===== config.mk =====
export PLATFORM = sky130hd
export DESIGN_NAME = jpeg_exif_orientation_scanner_unit
export DESIGN_NICKNAME = d
export VERILOG_FILES = /design/src/sv/jeos_pkg.sv /design/src/sv/jeos_parser.sv /design/src/sv/jpeg_exif_orientation_scanner_unit.sv
export SDC_FILE = /design/constraint.sdc
export NUM_CORES = 1
export LEC_CHECK = 0
export BUFFER_PORTS_ARGS = -buffer_cell sky130_fd_sc_hd__buf_4
export CORE_UTILIZATION = 67
export CTS_CLUSTER_SIZE = 14
export DETAILED_ROUTE_END_ITERATION = 7
export PLACE_DENSITY = 0.84
export SETUP_SLACK_MARGIN = 0.15
export SYNTH_ARGS = -nofsm -noshare
export SYNTH_HDL_FRONTEND = slang
export SYNTH_SLANG_ARGS = --single-unit

===== constraint.sdc =====
create_clock -name clock -period 7.4 [get_ports clock]
set_input_delay 0.74 -clock clock [delete_from_list [all_inputs] [get_ports clock]]
set_output_delay 0.74 -clock clock [all_outputs]
set_load 0.01 [all_outputs]

===== src/sv/jeos_pkg.sv =====
// Shared types and constants for the EXIF orientation scanner.
package jeos_pkg;

   localparam logic [7:0] MARKER_PREFIX = 8'hFF;
   localparam logic [7:0] MARKER_SOI    = 8'hD8;
   localparam logic [7:0] MARKER_APP1   = 8'hE1;
   localparam logic [7:0] EXIF_CHAR_E   = 8'h45;
   localparam logic [7:0] EXIF_CHAR_X   = 8'h78;
   localparam logic [7:0] EXIF_CHAR_I   = 8'h69;
   localparam logic [7:0] EXIF_CHAR_F   = 8'h66;
   localparam logic [7:0] EXIF_PAD      = 8'h00;
   localparam logic [7:0] BOM_LITTLE    = 8'h49;
   localparam logic [7:0] BOM_BIG       = 8'h4D;
   localparam logic [15:0] TIFF_MAGIC   = 16'h002A;
   localparam logic [15:0] TAG_ORIENT   = 16'h0112;
   localparam logic [15:0] ORIENT_RIGHT = 16'h0006;
   localparam logic [15:0] ORIENT_LEFT  = 16'h0008;

   localparam logic [1:0] ROT_UPRIGHT = 2'd0;
   localparam logic [1:0] ROT_RIGHT   = 2'd1;
   localparam logic [1:0] ROT_LEFT    = 2'd3;

   localparam int POS_W = 33;
   localparam logic [POS_W-1:0] TIFF_BASE  = 33'd12;
   localparam logic [POS_W-1:0] HEADER_LEN = 33'd20;

   // one input byte as held in the input register
   typedef struct packed {
      logic [7:0] byte_value;
      logic       end_of_file;
   } step_type;

   // verdict for the current byte
   typedef struct packed {
      logic       valid;
      logic [1:0] rotation;
      logic       failed;
   } result_type;

endpackage


===== src/sv/jeos_parser.sv =====
// Per-byte parse state and next-state logic of the EXIF orientation scanner.
module jeos_parser (
   input  logic                  clock,
   input  logic                  reset,
   input  logic                  advance,
   input  jeos_pkg::step_type    item,
   output jeos_pkg::result_type  result
);

   typedef enum logic [2:0] {
      PH_HEADER,
      PH_SKIP,
      PH_COUNT,
      PH_ENTRIES,
      PH_DONE
   } phase_type;

   phase_type                     phase_ff, phase_in;
   logic [jeos_pkg::POS_W-1:0]    position_ff, position_in;
   logic [jeos_pkg::POS_W-1:0]    skip_target_ff, skip_target_in;
   logic                          lsb_first_ff, lsb_first_in;
   logic [31:0]                   assembly_ff, assembly_in;
   logic [15:0]                   entries_left_ff, entries_left_in;
   logic [3:0]                    entry_index_ff, entry_index_in;
   logic                          tag_matches_ff, tag_matches_in;

   logic       fail;
   logic       found;
   logic [1:0] rot;
   logic [7:0] b;

   // merge one byte into the assembly word in the active byte order
   function automatic logic [31:0] gather(input logic [1:0] k, input logic [7:0] v,
                                          input logic [31:0] w, input logic le);
      logic [31:0] base;
      base = (k == 2'd0) ? 32'd0 : w;
      if (le) begin
         gather = base | ({24'd0, v} << {k, 3'b000});
      end else begin
         gather = {base[23:0], v};
      end
   endfunction

   always_comb begin
      phase_in         = phase_ff;
      position_in      = position_ff;
      skip_target_in   = skip_target_ff;
      lsb_first_in     = lsb_first_ff;
      assembly_in      = assembly_ff;
      entries_left_in  = entries_left_ff;
      entry_index_in   = entry_index_ff;
      tag_matches_in   = tag_matches_ff;
      fail             = 1'b0;
      found            = 1'b0;
      rot              = jeos_pkg::ROT_UPRIGHT;
      b                = item.byte_value;

      // reached the entry count: leave the skip phase on this byte
      if (phase_ff == PH_SKIP && position_ff == skip_target_ff) begin
         phase_in       = PH_COUNT;
         entry_index_in = 4'd0;
      end

      case (phase_in)
         PH_HEADER: begin
            position_in = position_ff + 33'd1;
            case (position_ff[4:0])
               5'd0:  fail = (b != jeos_pkg::MARKER_PREFIX);
               5'd1:  fail = (b != jeos_pkg::MARKER_SOI);
               5'd2:  fail = (b != jeos_pkg::MARKER_PREFIX);
               5'd3:  fail = (b != jeos_pkg::MARKER_APP1);
               5'd4, 5'd5: fail = 1'b0;
               5'd6:  fail = (b != jeos_pkg::EXIF_CHAR_E);
               5'd7:  fail = (b != jeos_pkg::EXIF_CHAR_X);
               5'd8:  fail = (b != jeos_pkg::EXIF_CHAR_I);
               5'd9:  fail = (b != jeos_pkg::EXIF_CHAR_F);
               5'd10, 5'd11: fail = (b != jeos_pkg::EXIF_PAD);
               5'd12: assembly_in = {24'd0, b};
               5'd13: begin
                  if (b != assembly_ff[7:0]) begin
                     fail = 1'b1;
                  end else if (b == jeos_pkg::BOM_LITTLE) begin
                     lsb_first_in = 1'b1;
                  end else if (b == jeos_pkg::BOM_BIG) begin
                     lsb_first_in = 1'b0;
                  end else begin
                     fail = 1'b1;
                  end
               end
               5'd14, 5'd15: begin
                  assembly_in = gather({1'b0, position_ff[0]}, b, assembly_ff,
                                       lsb_first_ff);
                  fail = position_ff[0] && (assembly_in[15:0] != jeos_pkg::TIFF_MAGIC);
               end
               5'd16, 5'd17, 5'd18: begin
                  assembly_in = gather(position_ff[1:0], b, assembly_ff,
                                       lsb_first_ff);
               end
               default: begin
                  assembly_in    = gather(2'd3, b, assembly_ff, lsb_first_ff);
                  skip_target_in = jeos_pkg::TIFF_BASE + {1'b0, assembly_in};
                  if (skip_target_in < jeos_pkg::HEADER_LEN) begin
                     fail = 1'b1;
                  end else begin
                     phase_in = PH_SKIP;
                  end
               end
            endcase
         end
         PH_SKIP: begin
            position_in = position_ff + 33'd1;
         end
         PH_COUNT: begin
            assembly_in = gather(entry_index_in[1:0], b, assembly_ff, lsb_first_ff);
            if (entry_index_in == 4'd0) begin
               entry_index_in = 4'd1;
            end else begin
               entries_left_in = assembly_in[15:0];
               entry_index_in  = 4'd0;
               if (assembly_in[15:0] == 16'd0) begin
                  fail = 1'b1;
               end else begin
                  phase_in = PH_ENTRIES;
               end
            end
         end
         PH_ENTRIES: begin
            // tag in bytes 0-1, value in bytes 8-9 of each entry
            if (entry_index_ff <= 4'd1) begin
               assembly_in = gather(entry_index_ff[1:0], b, assembly_ff,
                                    lsb_first_ff);
               if (entry_index_ff == 4'd1) begin
                  tag_matches_in = (assembly_in[15:0] == jeos_pkg::TAG_ORIENT);
               end
            end else if (entry_index_ff == 4'd8 || entry_index_ff == 4'd9) begin
               assembly_in = gather(entry_index_ff[1:0], b, assembly_ff,
                                    lsb_first_ff);
            end
            if (entry_index_ff >= 4'd11) begin
               entry_index_in = 4'd0;
               if (tag_matches_ff) begin
                  found = 1'b1;
                  if (assembly_ff[15:0] == jeos_pkg::ORIENT_LEFT) begin
                     rot = jeos_pkg::ROT_LEFT;
                  end else if (assembly_ff[15:0] == jeos_pkg::ORIENT_RIGHT) begin
                     rot = jeos_pkg::ROT_RIGHT;
                  end else begin
                     rot = jeos_pkg::ROT_UPRIGHT;
                  end
               end else begin
                  entries_left_in = entries_left_ff - 16'd1;
                  fail = (entries_left_in == 16'd0);
               end
            end else begin
               entry_index_in = entry_index_ff + 4'd1;
            end
         end
         default: begin
         end
      endcase

      result.valid    = (phase_ff != PH_DONE) && (fail || found || item.end_of_file);
      result.rotation = found ? rot : jeos_pkg::ROT_UPRIGHT;
      result.failed   = !found;
      if (result.valid) begin
         phase_in = PH_DONE;
      end

      // rearm for the next file
      if (item.end_of_file) begin
         phase_in         = PH_HEADER;
         position_in      = '0;
         skip_target_in   = '0;
         lsb_first_in     = 1'b0;
         assembly_in      = '0;
         entries_left_in  = '0;
         entry_index_in   = '0;
         tag_matches_in   = 1'b0;
      end
   end

   always_ff @(posedge clock) begin
      if (reset) begin
         phase_ff         <= PH_HEADER;
         position_ff      <= '0;
         skip_target_ff   <= '0;
         lsb_first_ff     <= 1'b0;
         assembly_ff      <= '0;
         entries_left_ff  <= '0;
         entry_index_ff   <= '0;
         tag_matches_ff   <= 1'b0;
      end else if (advance) begin
         phase_ff         <= phase_in;
         position_ff      <= position_in;
         skip_target_ff   <= skip_target_in;
         lsb_first_ff     <= lsb_first_in;
         assembly_ff      <= assembly_in;
         entries_left_ff  <= entries_left_in;
         entry_index_ff   <= entry_index_in;
         tag_matches_ff   <= tag_matches_in;
      end
   end

endmodule


===== src/sv/jpeg_exif_orientation_scanner_unit.sv =====
// Top level of the EXIF orientation scanner: input register, parser, result register.
//
//   channel | direction | ports                                        | moves
//   req     | in        | req_valid/req_ready, req_byte_value, req_end_of_file | one file byte
//   rsp     | out       | rsp_valid/rsp_ready, rsp_rotation, rsp_failed         | one verdict
//
// One byte a cycle sustained while results are taken. A byte is taken into the
// input register, parsed from there, and any verdict lands in the result
// register; a stalled result holds the byte in the input register until there
// is room for its verdict. The parser updates its state once per byte.
// Reset is synchronous and active high; it clears both registers and the parser.
// A stalled result holds the parser and input register; req_ready drops only
// when the input register is full and cannot move on.
module jpeg_exif_orientation_scanner_unit (
   input  logic       clock,
   input  logic       reset,
   input  logic       req_valid,
   output logic       req_ready,
   input  logic [7:0] req_byte_value,
   input  logic       req_end_of_file,
   output logic       rsp_valid,
   input  logic       rsp_ready,
   output logic [1:0] rsp_rotation,
   output logic       rsp_failed
);

   logic                 in_valid_ff;
   jeos_pkg::step_type   in_word_ff;
   logic                 rsp_valid_ff;
   logic [1:0]           rsp_rotation_ff;
   logic                 rsp_failed_ff;
   logic                 advance;
   jeos_pkg::result_type verdict;

   // parse the held word once there is room for its verdict
   assign advance   = in_valid_ff && (!rsp_valid_ff || rsp_ready);
   assign req_ready = !in_valid_ff || advance;

   jeos_parser u_parser (
      .clock   (clock),
      .reset   (reset),
      .advance (advance),
      .item    (in_word_ff),
      .result  (verdict)
   );

   // input register: take a new word when empty or when the old one moves on
   always_ff @(posedge clock) begin
      if (reset) begin
         in_valid_ff <= 1'b0;
      end else if (req_ready) begin
         in_valid_ff <= req_valid;
      end
   end

   always_ff @(posedge clock) begin
      if (req_valid && req_ready) begin
         in_word_ff.byte_value  <= req_byte_value;
         in_word_ff.end_of_file <= req_end_of_file;
      end
   end

   // result register: load a verdict, drop it once taken
   always_ff @(posedge clock) begin
      if (reset) begin
         rsp_valid_ff <= 1'b0;
      end else if (advance && verdict.valid) begin
         rsp_valid_ff <= 1'b1;
      end else if (rsp_ready) begin
         rsp_valid_ff <= 1'b0;
      end
   end

   always_ff @(posedge clock) begin
      if (advance && verdict.valid) begin
         rsp_rotation_ff <= verdict.rotation;
         rsp_failed_ff   <= verdict.failed;
      end
   end

   assign rsp_valid    = rsp_valid_ff;
   assign rsp_rotation = rsp_rotation_ff;
   assign rsp_failed   = rsp_failed_ff;

endmodule


==> results by group <==
Clock tree
  – Total setup buffers inserted after CTS: 0
  – Latest clock arrival within the worst-skew pair: 0.45 ns
  – Clk buf depth: 2
  – TritonCTS buffer count: 17
  – CTS Hold Bufs: 0
  – Clk sinks: 137
  – Root Buffer: clkbuf_16
  – TritonCTS clock tree: built
  – CTS clock-pin slew for the worst setup and hold paths: 0.07 ns
  – H-tree levels: 4
  – CTS resizes: 0

Placement
  – DP HPWL: 30.0 mm
  – Final RePlAce weighted congestion: 1.04
  – Port bufs: 17

Global route
  – Initial antenna violation count: 1
  – Vias in the first global route: 11700
  – First-pass GRT wire length: 67.7 mm
  – Pin count of the biggest net entering global routing: 89
  – Global Route Usage Sum: 49.1%
  – Gr ovfl total: 0

Setup path
  – Req. time, crit path: 7.72 ns
  – CP Capture Type: flip-flop
  – CP Class: reg2reg
  – CP Launch Type: flip-flop
  – CP arrival: 5.46 ns
  – Crit-path max FO: 88

Run
  – Maxcap violations: 0

Timing
  – Final Slew Violations: 0
  – Final setup fails: 0
  – Final hold viol count: 0
  – Worst Tran Pin Value: 1.37 ns
  – Hold slack: 0.471 ns
  – Final worst path period share: 69.5%
  – Setup tns final: 0 ns
  – RSZ-0062 raised after global routing: false
  – Worst slew margin: 8.58%
  – Max Clock Skew: 0.0126 ns
  – Max frequency: 195 MHz
  – Final Critical Period: 5.14 ns

Logic synthesis
  – Adder-Cell Fraction of Synth Area: 1.17%
  – Synth Area in XOR/XNOR: 8.02%
  – Synth area leader: dfxtp_1
  – Yosys reg bits: 137
  – Netlist cell types: 104
  – Synth warn: 0
  – Post-synthesis compound-gate area fraction: 29.8%
  – Sequential area share after synthesis: 24.3%
  – Mean Syn Cell Area: 7.24 µm²
  – EDFF count, synth: 12
  – Syn Std Cell Area: 11800 µm²
  – Synth top area share: 21.2%
  – Mux contribution to synthesized area: 2.95%
  – Cell count after synthesis: 1630
  – Most common cell in the netlist: nor2_1
  – Simple-Gate Fraction of Synth Area: 26.6%
  – Main area contributors after synthesis: dfxtp_1 (21%), nor2_1 (6.6%), a21oi_1 (5.9%)
  – Synth cell count leaders: nor2_1 (208), nand2_1 (150), a21oi_1 (138), dfxtp_1 (125), clkbuf_1 (113)
  – Ys async rst share: 0%
  – Largest family of logic cells by synthesized area: compound AO/OA/AOI/OAI gates
  – Most common flop cell mapped by yosys: dfxtp_1
  – Mapped Nets: 1654

Power
  – Cell internal pwr: 1.31 mW
  – Clk pwr share: 46.9%
  – Combinational share of power: 12.0%
  – Power density cells: 153 nW/µm²
  – IR drop worst, VDD: 0.000159 V
  – Switching Fraction: 30.8%
  – Sequential power share: 41.1%
  – Switching power: 0.583 mW
  – P_leak: 4.07 nW

Floorplan
  – Std-Cell Rows: 48
  – Chip Height: 135 µm
  – Initial core utilization: 68.4%
  – Io pins: 18
  – Core box area: 17200 µm²
  – Die width: 135 µm
  – Die Area: 18100 µm²

Run status
  – Status: finished, violations left
  – Failing checks: design-rule violations

Final layout
  – Ant. Diodes: 0
  – Fill count: 1436
  – Core Util, Final: 71.7%
  – Area Growth Syn to Fin: 4.77%
  – Nets: 1564
  – Layout cells sized above 1: 7.98%

Route
  – Detail Route Antenna Nets: 0
  – Via count: 13200
  – DRC: 2
  – Initial drt markers: 2148
  – Via density: 7.44
  – Drt first pass iters: 8
  – Routed WL per cell: 25.2 µm
  – Routed WL: 44.7 mm

Min path
  – Worst hold path type: in2reg
==> power groups by stage <==
stage,Clock (mW),Combinational [mW],Sequential (mW)
2_1_floorplan,0,0.152,0.784
3_3_place_gp,0,0.210,0.792
3_5_place_dp,0,0.212,0.792
4_1_cts,0.877,0.214,0.776
5_1_grt,0.910,0.237,0.777
6_report,0.887,0.227,0.777
==> layer usage <==
layer	global-route usage [%]	vias to the layer above	part of all wire, %
met5	0	-	0.025
li1	-	5817	-
met2	73.4	1096	42
met1	61.2	6074	36
met3	16.4	242	15
met4	29.2	2	6.8
==> worst max-delay path, cell delays in order (launching register included) <==
cell,delay [ns]
dfxtp_4,0.58
buf_4,0.71
mux2i_1,0.43
a211oi_4,0.42
nand4_2,0.23
xnor2_1,0.48
nand4_1,0.20
nor4_2,0.85
nand4_1,0.53
a221oi_2,0.48
o41ai_2,0.10
==> sequential cells by signal, indices dropped and copies added, names as in the netlist, 2 cells and up <==
register / flops
in_word_ff: 9
u_parser.assembly_ff: 32
u_parser.position_ff: 33
u_parser.skip_target_ff: 33
u_parser.entry_index_ff: 4
u_parser.entries_left_ff: 16
u_parser.phase_ff: 3
rsp_rotation: 2
==> final cells by class <==
cell class                 count  area, µm²  share of cell area (%)
inverter                      46        173                    1.40
clock buffer                  17        425                    3.44
clock inverter                15        168                    1.36
multi-input combinational   1292       8100                    65.5
timing repair buffer          46        345                    2.79
sequential                   137       2870                    23.2
tap                          225        282                    2.28
==> metrics by stage <==
step | cell area [µm²] | setup slack (ns) | std cells | total power [mW]
final | 12400 | 2.26 | 1778 | 1.89
after global routing | 12400 | 2.14 | 1778 | 1.92
after CTS | 12400 | 2.83 | 1778 | 1.87
after detailed placement | 11800 | 2.84 | 1746 | 1.00
after global placement | 11800 | 3.01 | 1746 | 1.00
after floorplan | 11800 | 2.92 | 1630 | 0.936
==> cell usage in the layout, fill, tap and decap left out, types with 12 or more instances in the layout <==
| master | netlist | routed |
|---|---|---|
| nand4_1 | 28 | 28 |
| nand2_1 | 150 | 150 |
| edfxtp_1 | 12 | 12 |
| a21o_1 | 12 | 12 |
| nand3_1 | 60 | 60 |
| a31oi_1 | 13 | 13 |
| buf_4 | 0 | 46 |
| nor3_1 | 30 | 30 |
| nand3b_1 | 12 | 12 |
| o221ai_1 | 12 | 12 |
| o22ai_1 | 35 | 35 |
| o211ai_1 | 16 | 16 |
| a211oi_1 | 14 | 14 |
| xnor2_1 | 70 | 70 |
| nor2_1 | 208 | 207 |
| clkbuf_16 | 0 | 17 |
| inv_1 | 44 | 44 |
| nor4_1 | 17 | 17 |
| nand2b_1 | 30 | 30 |
| a221oi_1 | 21 | 21 |
| dfxtp_1 | 125 | 124 |
| and3_1 | 14 | 14 |
| o21ai_0 | 75 | 74 |
| a22oi_1 | 47 | 47 |
| xor2_1 | 38 | 38 |
| mux2i_1 | 30 | 30 |
| a21oi_1 | 138 | 138 |
==> cell families (layout without fill, tap and decap cells) <==
kind of cell | Yosys count | in the layout
DFF | 137 | 137
muxes | 34 | 34
xor gates and xnor gates | 108 | 108
adders and majority gates | 11 | 11
and+or+nand+nor | 630 | 630
AOI/OAI and AO/OA | 509 | 509
buffers and inverters | 201 | 124
==> worst paths after layout <==
path	depth (start not counted)	to	slack [ns]	startpoint
min reg2reg	2	u_parser.entries_left_ff[15]$_SDFFE_PP0P_	0.47	u_parser.entries_left_ff[15]$_SDFFE_PP0P_
min	1	in_word_ff[1]$_DFFE_PP_	0.47	req_byte_value[0]
max	10	u_parser.phase_ff[0]$_SDFFE_PP0P_	2.26	u_parser.lsb_first_ff$_SDFFE_PP0P_
max reg2reg	10	u_parser.phase_ff[0]$_SDFFE_PP0P_	2.26	u_parser.lsb_first_ff$_SDFFE_PP0P_
(Power assumes the default switching activity.)
